## config.mk

```make
export PLATFORM = sky130hd
export DESIGN_NAME = point_table_nearest_query_core
export DESIGN_NICKNAME = d
export VERILOG_FILES = /design/src/rtl/ptnq_pkg.sv /design/src/rtl/ptnq_cell.sv /design/src/rtl/ptnq_dist.sv /design/src/rtl/point_table_nearest_query_core.sv
export SDC_FILE = /design/constraint.sdc
export NUM_CORES = 2
export LEC_CHECK = 0
export ABC_AREA = 1
export BUFFER_PORTS_ARGS = -buffer_cell sky130_fd_sc_hd__buf_2
export CORE_AREA = 2 2 413 415
export DETAILED_ROUTE_END_ITERATION = 12
export DIE_AREA = 0 0 415 417
export GPL_ROUTABILITY_DRIVEN = 0
export HOLD_SLACK_MARGIN = 0.1
export PLACE_DENSITY_LB_ADDON = 0.2
export SKIP_LAST_GASP = 1
export SLEW_MARGIN = 0
export SYNTH_ARGS = -nofsm -noshare
export SYNTH_HDL_FRONTEND = slang
export SYNTH_HIERARCHICAL = 1
export SYNTH_SLANG_ARGS = --single-unit
export TNS_END_PERCENT = 100
```

## constraint.sdc

```tcl
create_clock -name clk -period 6.71 [get_ports clk]
set_clock_uncertainty 0.1 [all_clocks]
set_input_delay 2.013 -clock clk [delete_from_list [all_inputs] [get_ports clk]]
set_output_delay 2.013 -clock clk [all_outputs]
set_load 0.05 [all_outputs]
```

## src/rtl/ptnq_pkg.sv

```systemverilog
// ptnq_pkg: shared constants, types and codes of the point table nearest query core.
// Used by ptnq_cell, ptnq_dist and point_table_nearest_query_core; no dependencies.
`timescale 1ns / 1ps

package ptnq_pkg;

    localparam int TABLE_DEPTH = 32;
    localparam int IDX_W       = (TABLE_DEPTH > 1) ? $clog2(TABLE_DEPTH) : 1;
    localparam int CNT_W       = $clog2(TABLE_DEPTH + 1);
    localparam int COORD_W     = 14;
    localparam int SQ_W        = 2 * COORD_W;
    localparam int DIST_W      = SQ_W + 1;

    localparam logic [COORD_W-1:0] COORD_MAX = 14'd9999;

    typedef struct packed {
        logic [COORD_W-1:0] y;
        logic [COORD_W-1:0] x;
    } point_t;

    typedef enum logic [1:0] {
        REQ_ADD    = 2'd0,
        REQ_REMOVE = 2'd1,
        REQ_LIST   = 2'd2,
        REQ_QUERY  = 2'd3
    } req_e;

    typedef enum logic [3:0] {
        ST_INVALID = 4'd0,
        ST_EXISTS  = 4'd1,
        ST_ADDED   = 4'd2,
        ST_FULL    = 4'd3,
        ST_REMOVED = 4'd4,
        ST_ABSENT  = 4'd5,
        ST_LISTED  = 4'd6,
        ST_NONE    = 4'd7,
        ST_NEAREST = 4'd8
    } status_e;

    // Broadcast controls for the row of cells.
    typedef struct packed {
        logic   rotate;
        logic   shift;
        logic   write;
        point_t key;
    } cell_ctl_t;

    // Output of the distance pipeline.
    typedef struct packed {
        logic              valid;
        logic [DIST_W-1:0] sq_dist;
        point_t            pt;
    } dist_res_t;

endpackage

```

## src/rtl/ptnq_cell.sv

```systemverilog
// ptnq_cell: one slot of the point table; loads from its neighbor or takes a written point.
// Depends on ptnq_pkg.
`timescale 1ns / 1ps

module ptnq_cell
    import ptnq_pkg::*;
(
    input  logic      clk,
    input  cell_ctl_t ctl,
    input  logic      sel_shift,
    input  logic      sel_write,
    input  point_t    nbr_point,
    output point_t    point
);

    point_t point_reg;
    point_t point_next;

    always_comb
    begin
        point_next = point_reg;
        if (ctl.rotate || (ctl.shift && sel_shift))
        begin
            point_next = nbr_point;
        end
        else if (ctl.write && sel_write)
        begin
            point_next = ctl.key;
        end
    end

    always_ff @(posedge clk)
    begin
        point_reg <= point_next;
    end

    assign point = point_reg;

endmodule

```

## src/rtl/ptnq_dist.sv

```systemverilog
// ptnq_dist: three-stage squared distance pipeline (abs diff, squares, sum).
// Depends on ptnq_pkg.
`timescale 1ns / 1ps

module ptnq_dist
    import ptnq_pkg::*;
(
    input  logic               clk,
    input  logic               rst_n,
    input  logic               in_valid,
    input  point_t             in_pt,
    input  logic [COORD_W-1:0] qx,
    input  logic [COORD_W-1:0] qy,
    output dist_res_t          res,
    output logic               busy
);

    logic               v1_reg, v2_reg, v3_reg;
    logic               v1_next, v2_next, v3_next;
    logic [COORD_W-1:0] dx_reg, dy_reg, dx_next, dy_next;
    logic [SQ_W-1:0]    sqx_reg, sqy_reg, sqx_next, sqy_next;
    logic [DIST_W-1:0]  dist_reg, dist_next;
    point_t             pt1_reg, pt2_reg, pt3_reg;

    always_comb
    begin
        v1_next   = in_valid;
        v2_next   = v1_reg;
        v3_next   = v2_reg;
        dx_next   = (in_pt.x > qx) ? in_pt.x - qx : qx - in_pt.x;
        dy_next   = (in_pt.y > qy) ? in_pt.y - qy : qy - in_pt.y;
        sqx_next  = {{COORD_W{1'b0}}, dx_reg} * {{COORD_W{1'b0}}, dx_reg};
        sqy_next  = {{COORD_W{1'b0}}, dy_reg} * {{COORD_W{1'b0}}, dy_reg};
        dist_next = {1'b0, sqx_reg} + {1'b0, sqy_reg};
    end

    always_ff @(posedge clk or negedge rst_n)
    begin
        if (!rst_n)
        begin
            v1_reg <= 1'b0;
            v2_reg <= 1'b0;
            v3_reg <= 1'b0;
        end
        else
        begin
            v1_reg <= v1_next;
            v2_reg <= v2_next;
            v3_reg <= v3_next;
        end
    end

    always_ff @(posedge clk)
    begin
        dx_reg   <= dx_next;
        dy_reg   <= dy_next;
        pt1_reg  <= in_pt;
        sqx_reg  <= sqx_next;
        sqy_reg  <= sqy_next;
        pt2_reg  <= pt1_reg;
        dist_reg <= dist_next;
        pt3_reg  <= pt2_reg;
    end

    assign res.valid   = v3_reg;
    assign res.sq_dist = dist_reg;
    assign res.pt      = pt3_reg;
    assign busy        = v1_reg | v2_reg | v3_reg;

endmodule

```

## src/rtl/point_table_nearest_query_core.sv

```systemverilog
// point_table_nearest_query_core: top level, control sequencer and row of table cells.
// Depends on ptnq_pkg, ptnq_cell and ptnq_dist.
//
// The block holds up to TABLE_DEPTH (32) points in a ring of cells and serves one request
// at a time: add, remove, list, or nearest query. Every well-formed request rotates the
// whole ring once, one cell per cycle while the rotation is not stalled, so the entry at
// cell 0 walks through the table in order and the ring ends where it started; add and
// remove then write or close the gap in the finish step. Without output stalls an add, a
// remove or a list of an empty table places its result after the full rotation, the
// finish step and the response step. A nearest query also waits in the finish step for
// the three-stage distance pipeline to drain. A list of a nonempty table streams its
// items during the rotation and ends with the finish step, with no response step. A
// request with out-of-range coordinates goes straight from acceptance to the response
// step. A list stalls the rotation whenever an entry sits at the head and the output
// register is full, so its length also depends on out_ready.
// A new request is taken as soon as the sequencer is back in idle, even if the last result
// item has not been taken from the output register yet; in_ready comes from the state
// register, so it rises in the cycle after the response step places that item.
`timescale 1ns / 1ps

module point_table_nearest_query_core
    import ptnq_pkg::*;
(
    input  logic               clk,
    input  logic               rst_n,
    input  logic               in_valid,
    output logic               in_ready,
    input  logic [1:0]         req_type,
    input  logic [COORD_W-1:0] coord_x,
    input  logic [COORD_W-1:0] coord_y,
    output logic               out_valid,
    input  logic               out_ready,
    output logic [3:0]         status,
    output logic [COORD_W-1:0] out_x,
    output logic [COORD_W-1:0] out_y,
    output logic               last
);

    typedef enum logic [3:0] {
        S_IDLE = 4'b0001,
        S_SCAN = 4'b0010,
        S_FIN  = 4'b0100,
        S_RESP = 4'b1000
    } fsm_e;

    // control state
    fsm_e             state_reg, state_next;
    logic [CNT_W-1:0] count_reg, count_next;
    logic [IDX_W-1:0] k_reg, k_next;
    logic             found_reg, found_next;
    logic             qfound_reg, qfound_next;
    logic             out_valid_reg, out_valid_next;

    // request and result payload
    req_e               req_reg, req_next;
    logic [COORD_W-1:0] qx_reg, qx_next, qy_reg, qy_next;
    logic [IDX_W-1:0]   at_reg, at_next;
    logic [DIST_W-1:0]  best_d_reg, best_d_next;
    point_t             best_pt_reg, best_pt_next;
    status_e            resp_st_reg, resp_st_next;
    point_t             resp_pt_reg, resp_pt_next;
    status_e            out_st_reg, out_st_next;
    point_t             out_pt_reg, out_pt_next;
    logic               out_last_reg, out_last_next;

    point_t    cells [TABLE_DEPTH];
    cell_ctl_t ctl;
    dist_res_t dres;
    logic      dist_busy;
    logic      dist_in_valid;

    logic   accept, out_free, step, k_in, fin_go, coord_bad;
    point_t head;
    point_t key;

    assign head     = cells[0];
    assign key      = '{y: qy_reg, x: qx_reg};
    assign in_ready = (state_reg == S_IDLE);
    assign accept   = in_valid && in_ready;
    assign out_free = !out_valid_reg || out_ready;
    assign k_in     = (CNT_W'(k_reg) < count_reg);
    // list waits for a free output slot only while a real entry sits at the head
    assign step     = (state_reg == S_SCAN) &&
                      ((req_reg != REQ_LIST) || !k_in || out_free);
    assign fin_go   = (state_reg == S_FIN) && !dist_busy;
    assign coord_bad = (coord_x > COORD_MAX) || (coord_y > COORD_MAX);
    assign dist_in_valid = step && k_in && (req_reg == REQ_QUERY);

    // ---------------------------------------------------------------- cell row
    assign ctl.rotate = step;
    assign ctl.shift  = fin_go && (req_reg == REQ_REMOVE) && found_reg;
    assign ctl.write  = fin_go && (req_reg == REQ_ADD) && !found_reg &&
                        (count_reg < CNT_W'(TABLE_DEPTH));
    assign ctl.key    = key;

    for (genvar i = 0; i < TABLE_DEPTH; i++)
    begin : g_cell
        point_t nbr;
        logic   sel_shift;
        logic   sel_write;

        if (i < TABLE_DEPTH - 1)
        begin : g_mid
            assign nbr = cells[i+1];
        end
        else
        begin : g_top
            // top slot refills from the head on rotation, clears on removal
            assign nbr = ctl.rotate ? cells[0] : '0;
        end

        assign sel_shift = (IDX_W'(i) >= at_reg);
        assign sel_write = (CNT_W'(i) == count_reg);

        ptnq_cell u_cell (
            .clk       (clk),
            .ctl       (ctl),
            .sel_shift (sel_shift),
            .sel_write (sel_write),
            .nbr_point (nbr),
            .point     (cells[i])
        );
    end

    ptnq_dist u_dist (
        .clk      (clk),
        .rst_n    (rst_n),
        .in_valid (dist_in_valid),
        .in_pt    (head),
        .qx       (qx_reg),
        .qy       (qy_reg),
        .res      (dres),
        .busy     (dist_busy)
    );

    // ---------------------------------------------------------------- sequencer
    always_comb
    begin
        state_next     = state_reg;
        count_next     = count_reg;
        k_next         = k_reg;
        found_next     = found_reg;
        qfound_next    = qfound_reg;
        out_valid_next = out_valid_reg;
        req_next       = req_reg;
        qx_next        = qx_reg;
        qy_next        = qy_reg;
        at_next        = at_reg;
        best_d_next    = best_d_reg;
        best_pt_next   = best_pt_reg;
        resp_st_next   = resp_st_reg;
        resp_pt_next   = resp_pt_reg;
        out_st_next    = out_st_reg;
        out_pt_next    = out_pt_reg;
        out_last_next  = out_last_reg;

        if (out_valid_reg && out_ready)
        begin
            out_valid_next = 1'b0;
        end

        // nearest candidate: strict less keeps the earliest entry on a tie
        if (dres.valid && (!qfound_reg || (dres.sq_dist < best_d_reg)))
        begin
            qfound_next  = 1'b1;
            best_d_next  = dres.sq_dist;
            best_pt_next = dres.pt;
        end

        case (state_reg)
            S_IDLE:
            begin
                if (accept)
                begin
                    req_next    = req_e'(req_type);
                    qx_next     = coord_x;
                    qy_next     = coord_y;
                    k_next      = '0;
                    found_next  = 1'b0;
                    qfound_next = 1'b0;
                    if ((req_e'(req_type) != REQ_LIST) && coord_bad)
                    begin
                        resp_st_next = ST_INVALID;
                        resp_pt_next = '0;
                        state_next   = S_RESP;
                    end
                    else
                    begin
                        state_next = S_SCAN;
                    end
                end
            end

            S_SCAN:
            begin
                if (step)
                begin
                    if (k_in && !found_reg && (head == key) &&
                        ((req_reg == REQ_ADD) || (req_reg == REQ_REMOVE)))
                    begin
                        found_next = 1'b1;
                        at_next    = k_reg;
                    end
                    if (k_in && (req_reg == REQ_LIST))
                    begin
                        out_valid_next = 1'b1;
                        out_st_next    = ST_LISTED;
                        out_pt_next    = head;
                        out_last_next  = (({1'b0, k_reg} + 1'b1) == count_reg);
                    end
                    k_next = k_reg + 1'b1;
                    if (k_reg == IDX_W'(TABLE_DEPTH - 1))
                    begin
                        state_next = S_FIN;
                    end
                end
            end

            S_FIN:
            begin
                if (fin_go)
                begin
                    state_next   = S_RESP;
                    resp_pt_next = key;
                    case (req_reg)
                        REQ_ADD:
                        begin
                            if (found_reg)
                            begin
                                resp_st_next = ST_EXISTS;
                            end
                            else if (count_reg >= CNT_W'(TABLE_DEPTH))
                            begin
                                resp_st_next = ST_FULL;
                                resp_pt_next = '0;
                            end
                            else
                            begin
                                resp_st_next = ST_ADDED;
                                count_next   = count_reg + 1'b1;
                            end
                        end
                        REQ_REMOVE:
                        begin
                            if (found_reg)
                            begin
                                resp_st_next = ST_REMOVED;
                                count_next   = count_reg - 1'b1;
                            end
                            else
                            begin
                                resp_st_next = ST_ABSENT;
                            end
                        end
                        REQ_LIST:
                        begin
                            resp_st_next = ST_NONE;
                            resp_pt_next = '0;
                            if (count_reg != '0)
                            begin
                                state_next = S_IDLE;
                            end
                        end
                        REQ_QUERY:
                        begin
                            if (qfound_reg)
                            begin
                                resp_st_next = ST_NEAREST;
                                resp_pt_next = best_pt_reg;
                            end
                            else
                            begin
                                resp_st_next = ST_NONE;
                                resp_pt_next = '0;
                            end
                        end
                        default:
                        begin
                            state_next = S_IDLE;
                        end
                    endcase
                end
            end

            S_RESP:
            begin
                if (out_free)
                begin
                    out_valid_next = 1'b1;
                    out_st_next    = resp_st_reg;
                    out_pt_next    = resp_pt_reg;
                    out_last_next  = 1'b1;
                    state_next     = S_IDLE;
                end
            end

            default:
            begin
                state_next = S_IDLE;
            end
        endcase
    end

    always_ff @(posedge clk or negedge rst_n)
    begin
        if (!rst_n)
        begin
            state_reg     <= S_IDLE;
            count_reg     <= '0;
            k_reg         <= '0;
            found_reg     <= 1'b0;
            qfound_reg    <= 1'b0;
            out_valid_reg <= 1'b0;
        end
        else
        begin
            state_reg     <= state_next;
            count_reg     <= count_next;
            k_reg         <= k_next;
            found_reg     <= found_next;
            qfound_reg    <= qfound_next;
            out_valid_reg <= out_valid_next;
        end
    end

    always_ff @(posedge clk)
    begin
        req_reg      <= req_next;
        qx_reg       <= qx_next;
        qy_reg       <= qy_next;
        at_reg       <= at_next;
        best_d_reg   <= best_d_next;
        best_pt_reg  <= best_pt_next;
        resp_st_reg  <= resp_st_next;
        resp_pt_reg  <= resp_pt_next;
        out_st_reg   <= out_st_next;
        out_pt_reg   <= out_pt_next;
        out_last_reg <= out_last_next;
    end

    assign out_valid = out_valid_reg;
    assign status    = out_st_reg;
    assign out_x     = out_pt_reg.x;
    assign out_y     = out_pt_reg.y;
    assign last      = out_last_reg;

    // ---------------------------------------------------------------- checks
    a_count_bound: assert property (@(posedge clk) disable iff (!rst_n)
        count_reg <= CNT_W'(TABLE_DEPTH))
        else $error("entry count above table depth");

    a_count_fin: assert property (@(posedge clk) disable iff (!rst_n)
        (count_reg != $past(count_reg)) |-> ($past(state_reg) == S_FIN))
        else $error("entry count changed outside finish step");

    a_dist_idle: assert property (@(posedge clk) disable iff (!rst_n)
        (state_reg == S_IDLE) |-> !dist_busy)
        else $error("distance pipeline busy while idle");

    a_accept_next: assert property (@(posedge clk) disable iff (!rst_n)
        accept |=> ((state_reg == S_SCAN) || (state_reg == S_RESP)))
        else $error("accepted item did not start work");

endmodule

```

==> out/qor.yml <==
drt:
  drt-initial-drc-count: 4583
  routed_via_density: 5.213
  drc: 0
  ant_nets: 0
  vias: 53050
  dr.pass1.iters: 6
  wl_per_cell_um: 18.78
  wl_mm: 191.1
critical_path:
  worstRegToRegCells: 20
  startpoint_type: "flop"
  cp.arrival_ns: 6.21
  cp_slowest_cell: "dfxtp_1"
  r2r-start: "u_dist/dy_reg[4]"
  cp.required_ns: 7.26
  cp.depth: 20
  r2r_slack_ns: 1.05
  crit_family: "adder cells"
  critical_path_class: "reg2reg"
  cp-startpoint: "u_dist/dy_reg[4]"
  path_buf_inv: 6
  critPathMaxStageDelay_ns: 0.67
  rr_endpoint: "u_dist/sqy_reg[21]"
  critPathCapture: "u_dist/sqy_reg[21]"
  critPathMaxFanout: 14
  endpoint_kind: "flop"
  crit_chain: "nand2_1 -> fa_1 -> fa_1 -> inv_1 -> fa_1 -> inv_1 -> fa_1 -> inv_1 -> fa_1 -> inv_1 -> fa_1 -> inv_1 -> ha_1 -> nand2_1 -> nor2_1 -> inv_1 -> nor3_1 -> nand3_1 -> nand4_1 -> nand2_1"
timing:
  hold_viol_final: 0
  fin_tns_setup_ns: 0
  finalSetupViolations: 0
  period_minus_slack_ns: 5.663
  rsz0062_at_grt: "no"
  fmax_mhz: 176.6
  tightest_slew_ns: 1.232
  relSlewSlack: 0.1785
  fin_crit_sh: 0.8440
  final_max_slew_viol_count: 0
floorplan:
  die_h_um: 417
  ios: 69
  die-area_um2: 173100
  coreArea_um2: 168500
  die_w_um: 415
  row_count: 151
  start_util: 0.4282
logic_synthesis:
  synth_cell_types: 55
  synth_top_area_cell: "edfxtp_1"
  synth_seq_cells: 1269
  synthTopCellsByCount: "nand2_1 (2918), edfxtp_1 (1053), nand3_1 (1033), inv_1 (871), ha_1 (298)"
  netlist_area_um2: 72160
  synth_nets: 8433
  syn_inst: 7871
  synth_area_leaders: "edfxtp_1 (44%), nand2_1 (15%), nand3_1 (7.2%), fa_1 (6.4%), dfxtp_1 (5.4%)"
  synth_ff_type: "edfxtp_1"
  synth.avg_cell_area_um2: 9.167
  async_flop_share: 0.01655
  yosys_warnings: 6
  ys_seq_area_frac: 0.4996
  synth-edff-count: 1053
  synth.most_common_cell: "nand2_1"
  netlist.area_leader.share: 0.4382
grt:
  grt_start_max_net_pins: 58
  grt-ovfl-total: 0
  grt_pass1_wl_mm: 300.2
  grt_pass1_vias: 52870
  antenna_found_initial: 2
  grt_usage: 0.2187
cts:
  postCtsHoldBufs: 0
  cts_tree: "built"
  cts_resized: 0
  clock-sinks: 1269
  clockBufferDepth: 3
  clockRootBuffer: "clkbuf_16"
  h-tree-depth: 4
  clk_pin_slew_worst_paths_ns: 0.07
  cts_buffers: 141
  worstSkewPairLatency_ns: 0.78
  cts_setup_buffers: 0
placement:
  hpwlAfterDp_mm: 131.6
  io_buffers: 68
cells_and_area:
  fin_nets: 8406
  largest_reg_flops: 896
  drive_gt1_frac: 0.07176
  syn2layout_area_growth_pct: 7.857
run:
  maxCapViolCount: 0
min_path:
  holdCritPathClass: "reg2reg"
status:
  status: "completed"
==> per-layer routing <==
layer | vias up | GRT usage | wire, um
met1 | 25760 | 0.2788 | 80220
met4 | 0 | 0.07571 | 6347
met3 | 349 | 0.02765 | 9567
li1 | 25460 | - | -
met2 | 1479 | 0.3827 | 94990
met5 | - | 0 | 0
==> logic make-up after synthesis <==
logic type               share of synthesized area
other                                   0.00005197
AO/OA/AOI/OAI                              0.02128
adder cells (fa/ha/maj)                     0.1155
XOR/XNOR                                   0.01226
AND/OR/NAND/NOR                             0.2645
flip-flops                                  0.4996
buffers and inverters                      0.08680
==> worst min path at each step <==
stage | startpoint | to | slack [ns] | cells past startpoint
6_report | u_dist/pt1_reg[0] | u_dist/pt2_reg[0] | 0.22 | 0
5_1_grt | u_dist/pt2_reg[25] | u_dist/res[25] | 0.22 | 0
4_1_cts | u_dist/pt2_reg[25] | u_dist/res[25] | 0.21 | 0
3_5_place_dp | u_dist/pt1_reg[10] | u_dist/pt2_reg[10] | 0.21 | 0
3_3_place_gp | u_dist/pt1_reg[15] | u_dist/pt2_reg[15] | 0.21 | 0
2_1_floorplan | u_dist/pt1_reg[0] | u_dist/pt2_reg[0] | 0.21 | 0
==> cell type report <==
type	count	area (um2)
Sequential cell	1269	36050
Tap cell	2218	2775
Clock buffer	173	3702
Multi-Input combinational cell	5358	29870
Timing Repair Buffer	158	1016
Antenna cell	2	5.005
Inverter	916	3438
Clock inverter	83	968.4
Fill cell	16020	90700
==> layout by cell type, fill, tap and decap left out, types with 18 or more instances in the layout <==
master / instances
o21ai_0: 58
inv_2: 45
nand3_1: 1033
o21bai_1: 22
nand4_1: 52
ha_1: 298
buf_2: 68
xnor2_1: 28
dfrtp_1: 20
nor3_1: 36
nand2_1: 2918
nand3_2: 42
clkinv_2: 25
nand2_4: 35
buf_4: 90
clkbuf_16: 143
xor2_1: 73
clkbuf_1: 28
dfxtp_1: 195
a21oi_1: 118
o21ai_1: 18
clkinv_1: 24
nor2_1: 243
edfxtp_1: 1053
o31ai_1: 31
inv_1: 870
fa_1: 230
nand2_2: 46
==> stage by stage <==
stage | hold slack [ns] | instances | setup WS (ns) | util | area, um2
CTS | 0.2123 | 10180 | 1.098 | 0.4618 | 77820
global route | 0.2194 | 10180 | 0.7295 | 0.4618 | 77830
finish | 0.2219 | 10180 | 1.047 | 0.4618 | 77830
global placement | 0.2101 | 9919 | 1.219 | 0.4341 | 73150
detailed placement | 0.2121 | 9919 | 1.111 | 0.4341 | 73150
floorplan | 0.2096 | 7871 | 1.543 | - | 72160
Power is not shown: default switching activity piles up to over one toggle a cycle in this logic, so the estimate is an artifact.
